===== src/rtl/core/sfl_gap_mem.sv =====
`timescale 1ns / 1ps
`default_nettype none
// ----------------------------------------------------------------------------
// sfl_gap_mem: gap table storage
// One write port and one registered read port holding {start, length}.
// ----------------------------------------------------------------------------
module sfl_gap_mem #(
    parameter int AW = 6,
    parameter int DW = 65
) (
    input  wire logic          i_clk,
    input  wire logic          i_we,
    input  wire logic [AW-1:0] i_waddr,
    input  wire logic [DW-1:0] i_wdata,
    input  wire logic [AW-1:0] i_raddr,
    output logic      [DW-1:0] o_rdata
);
    logic [DW-1:0] r_mem [2**AW];

    always_ff @(posedge i_clk) begin
        if (i_we) begin
            r_mem[i_waddr] <= i_wdata;
        end
        o_rdata <= r_mem[i_raddr];
    end
endmodule
`default_nettype wire


===== config.mk =====
export PLATFORM = sky130hd
export DESIGN_NAME = sfl_gap_mem
export DESIGN_NICKNAME = d
export VERILOG_FILES = /design/src/rtl/core/sfl_gap_mem.sv
export SDC_FILE = /design/constraint.sdc
export NUM_CORES = 2
export LEC_CHECK = 0
export BUFFER_PORTS_ARGS = -buffer_cell sky130_fd_sc_hd__buf_2
export CAP_MARGIN = 20
export CELL_PAD_IN_SITES_DETAIL_PLACEMENT = 0
export CELL_PAD_IN_SITES_GLOBAL_PLACEMENT = 1
export CORE_ASPECT_RATIO = 1.25
export CORE_MARGIN = 1
export CORE_UTILIZATION = 61
export DETAILED_ROUTE_END_ITERATION = 10
export GPL_ROUTABILITY_DRIVEN = 1
export PLACE_DENSITY_LB_ADDON = 0.1
export SETUP_SLACK_MARGIN = 0.15
export SLEW_MARGIN = 20
export SYNTH_ARGS = -nofsm -noshare
export SYNTH_HDL_FRONTEND = slang
export SYNTH_MEMORY_MAX_BITS = 65536
export SYNTH_SLANG_ARGS = --single-unit

===== constraint.sdc =====
create_clock -name i_clk -period 14.5 [get_ports i_clk]
set_clock_uncertainty 0.05 [all_clocks]
set_input_delay 3.625 -clock i_clk [delete_from_list [all_inputs] [get_ports i_clk]]
set_output_delay 3.625 -clock i_clk [all_outputs]
set_load 0.1 [all_outputs]

==> results_dict.tcl <==
set metrics [dict create \
    outcome "finished clean" \
    die_area_mm2 0.2616 \
    worstHoldPathType "reg -> reg" \
    dr.pass1.iters 7 \
    fin_util 0.6850 \
    cts_hold_buf 0 \
    core-area_mm2 0.2574 \
    start_util 0.6151 \
    hold_end "o_rdata[38]" \
    clock-sinks 4225 \
    port_buffers 143 \
    rrSetupSlack_ns 12.43 \
    cpMostUsedCell "buf_4" \
    syn-instance-count 6606 \
    fmax_mhz 149.5 \
    syn_area_mm2 0.1583 \
    cap_violations 0 \
    die_h_um 571.6 \
    dp_hpwl_um 238500 \
    syn_area_per_cell_um2 23.97 \
    synthAdderAreaFrac 0 \
    power_density_mw_per_mm2 142.5 \
    synth_compound_area_frac 0.02720 \
    fp-row-count 208 \
    io_pins 144 \
    yosys.area_share.simple 0.009112 \
    synthTopCellsByArea "edfxtp_1 (79%), mux4_2 (15%), a22oi_1 (1.2%)" \
    r2r_end "o_rdata[11]" \
    cts-resized-gates 0 \
    cts_root_buf "clkbuf_16" \
    die_width_um 457.7 \
    slowest_delay_ns 0.77 \
    drt-initial-drc-count 12240 \
    path_clk_slew_ns 0.06 \
    arrival_ns 7.44 \
    grt_max_degree 118 \
    cts_tree "done" \
    instances_no_fill 10680 \
    antenna_found_initial 35 \
    antenna_left 0 \
    period_minus_slack_ns 6.689 \
    place.gp.congestion 0.8181 \
    dr_total_vias 78900 \
    maxSlewViolCount 0 \
    placed_cells 9941 \
    cts_made_buffers 389 \
    cts_setup_buffers 0 \
    fin_setup_tns_ns 0 \
    r2r_start "r_mem[1][11]" \
    yosysSeqAreaShare 0.7972 \
    syn_to_final_growth_pct 11.36 \
    clk_latency_ns 0.93 \
    grt_overflow 0 \
    slew_headroom 0.1555 \
    yosysTopAreaCellShare 0.7890 \
    critical_path.top_delay_family "buffers and inverters" \
    worstMarginPinSlew_ns 1.267 \
    total_power_w 0.02512 \
    muxShareOfSynthArea 0.1544 \
    htree_num_levels 5 \
    r2r_cells 4 \
    nNetsFinal 7052 \
    cts_buffer_depth 4 \
    critical_path_class "in -> reg" \
    drive_above_1_share 0.2776 \
    end_kind "flop" \
    min_period_over_period 0.4613 \
    startpoint_type "input pin" \
    worstPathRequired_ns 15.25 \
    min_from "r_mem[22][38]" \
    grt_pass1_vias 77180 \
    route.detailed.drc 0 \
    ys_warn_count 0 \
    synth_nets 6685 \
    rsz0062_at_grt "no" \
    via_per_inst 7.391 \
    path_max_fanout 53 \
    crit_chain "buf_8 -> buf_4 -> buf_4 -> buf_4 -> mux4_2 -> mux2i_1 -> o22ai_1 -> o211a_1" \
    synth.distinct_cells 27 \
    wire_per_inst_um 43.00 \
    synth-seq-cells 4225 \
    hold_path_depth 4 \
    wirelength_um 459000 \
    critPathBufInv 4 \
    final-setup-viol-count 0 \
    grt_usage 0.3540 \
    yosys.area.top_type "edfxtp_1" \
    grt_pass1_wl_um 626400 \
    synth_xor_area_frac 0 \
    cp_slowest_cell "buf_4" \
    synth_top_family_by_area "multiplexers" \
    peakVddDrop_mv 0.1484 \
    hold_violations 0 \
    cellLeakagePower_nw 54.80 \
]
[final cells by class]
class	count	area, µm²
timing repair buffer	353	2564
clock buffer	519	10590
antenna	20	50.05
clock inverter	194	1924
fill	15580	81070
tap	3360	4204
sequential	4225	126200
multi-input combinational	2004	30760
[Yosys cell counts]
cell / n
buf_4: 37
or3_1: 3
nor2b_1: 9
o211a_1: 65
nand4b_1: 1
or2_2: 2
o221ai_1: 46
and2_1: 3
mux4_2: 1040
or3b_2: 4
a22oi_1: 260
nand3b_1: 25
o22ai_1: 130
clkbuf_1: 120
nand2b_1: 9
nor2_1: 112
buf_6: 16
edfxtp_1: 4160
mux2i_1: 103
nand4_1: 2
a211oi_1: 65
nor3_1: 2
nand2_1: 8
nand3_1: 115
buf_2: 186
buf_1: 18
dfxtp_1: 65
[worst min-delay path, delay by kind of cell (launching register included)]
kind,cells,cell delay [ns]
flip-flops,1,0.31
AO/OA/AOI/OAI,2,0.19
AND/OR/NAND/NOR,1,0.09
multiplexers,1,0.22
[layer usage]
layer  share of wire  GRT usage  routed length (µm)
met3            0.12    0.06709               53350
met5         0.00015          0                  69
met1            0.35     0.4886              161300
met4           0.046     0.1467               21130
met2            0.49     0.5653              223100
[per-stage QoR]
| stage | instance area [µm²] | worst slack [ns] | hold slack (ns) |
|---|---|---|---|
| detailed placement | 163700 | 6.912 | 0.7727 |
| CTS | 176200 | 7.862 | 0.7865 |
| global placement | 163700 | 6.910 | 0.7687 |
| finish | 176300 | 7.811 | 0.7812 |
| global route | 176300 | 7.743 | 0.8088 |
| floorplan | 158300 | 5.319 | 0.7297 |
[sequential cells by signal, summed over array words and instances (netlist names)]
name     flops
r_mem     4160
o_rdata     65
[placed cells by master, fill, tap and decap left out, drive strengths merged, types with 65 or more instances in the layout]
| cell type | Yosys | layout |
|---|---|---|
| edfxtp | 4160 | 4160 |
| mux4 | 1040 | 1040 |
| clkbuf | 120 | 519 |
| buf | 257 | 353 |
| a22oi | 260 | 260 |
| clkinv | 0 | 133 |
| o22ai | 130 | 130 |
| nand3 | 115 | 115 |
| nor2 | 112 | 112 |
| mux2i | 103 | 103 |
| a211oi | 65 | 65 |
| o211a | 65 | 65 |
| dfxtp | 65 | 65 |
[how the worst max path moves through the flow]
stage                from           end  slack (ns)  cells after the start
2_1_floorplan  i_waddr[3]  r_mem[48][0]        5.32                      4
3_3_place_gp   i_raddr[0]   o_rdata[35]        6.91                      7
3_5_place_dp   i_raddr[0]   o_rdata[35]        6.91                      7
4_1_cts        i_raddr[1]   o_rdata[45]        7.86                      8
5_1_grt        i_raddr[0]    o_rdata[8]        7.74                      7
6_report       i_raddr[1]   o_rdata[45]        7.81                      8
[kinds of logic after synthesis]
family / count (synthesis)
flops: 4225
mux: 1143
compound gates: 566
buf+inv: 377
simple gates: 295
[where the power goes]
part           leakage [nW]  switching, W  internal (W)
clock network          6.10       0.00444       0.00576
registers              38.0     0.0000535        0.0135
logic                  10.7      0.000939      0.000409
total                  54.8       0.00543        0.0197
Note: power is estimated with default switching activity, not from simulation.
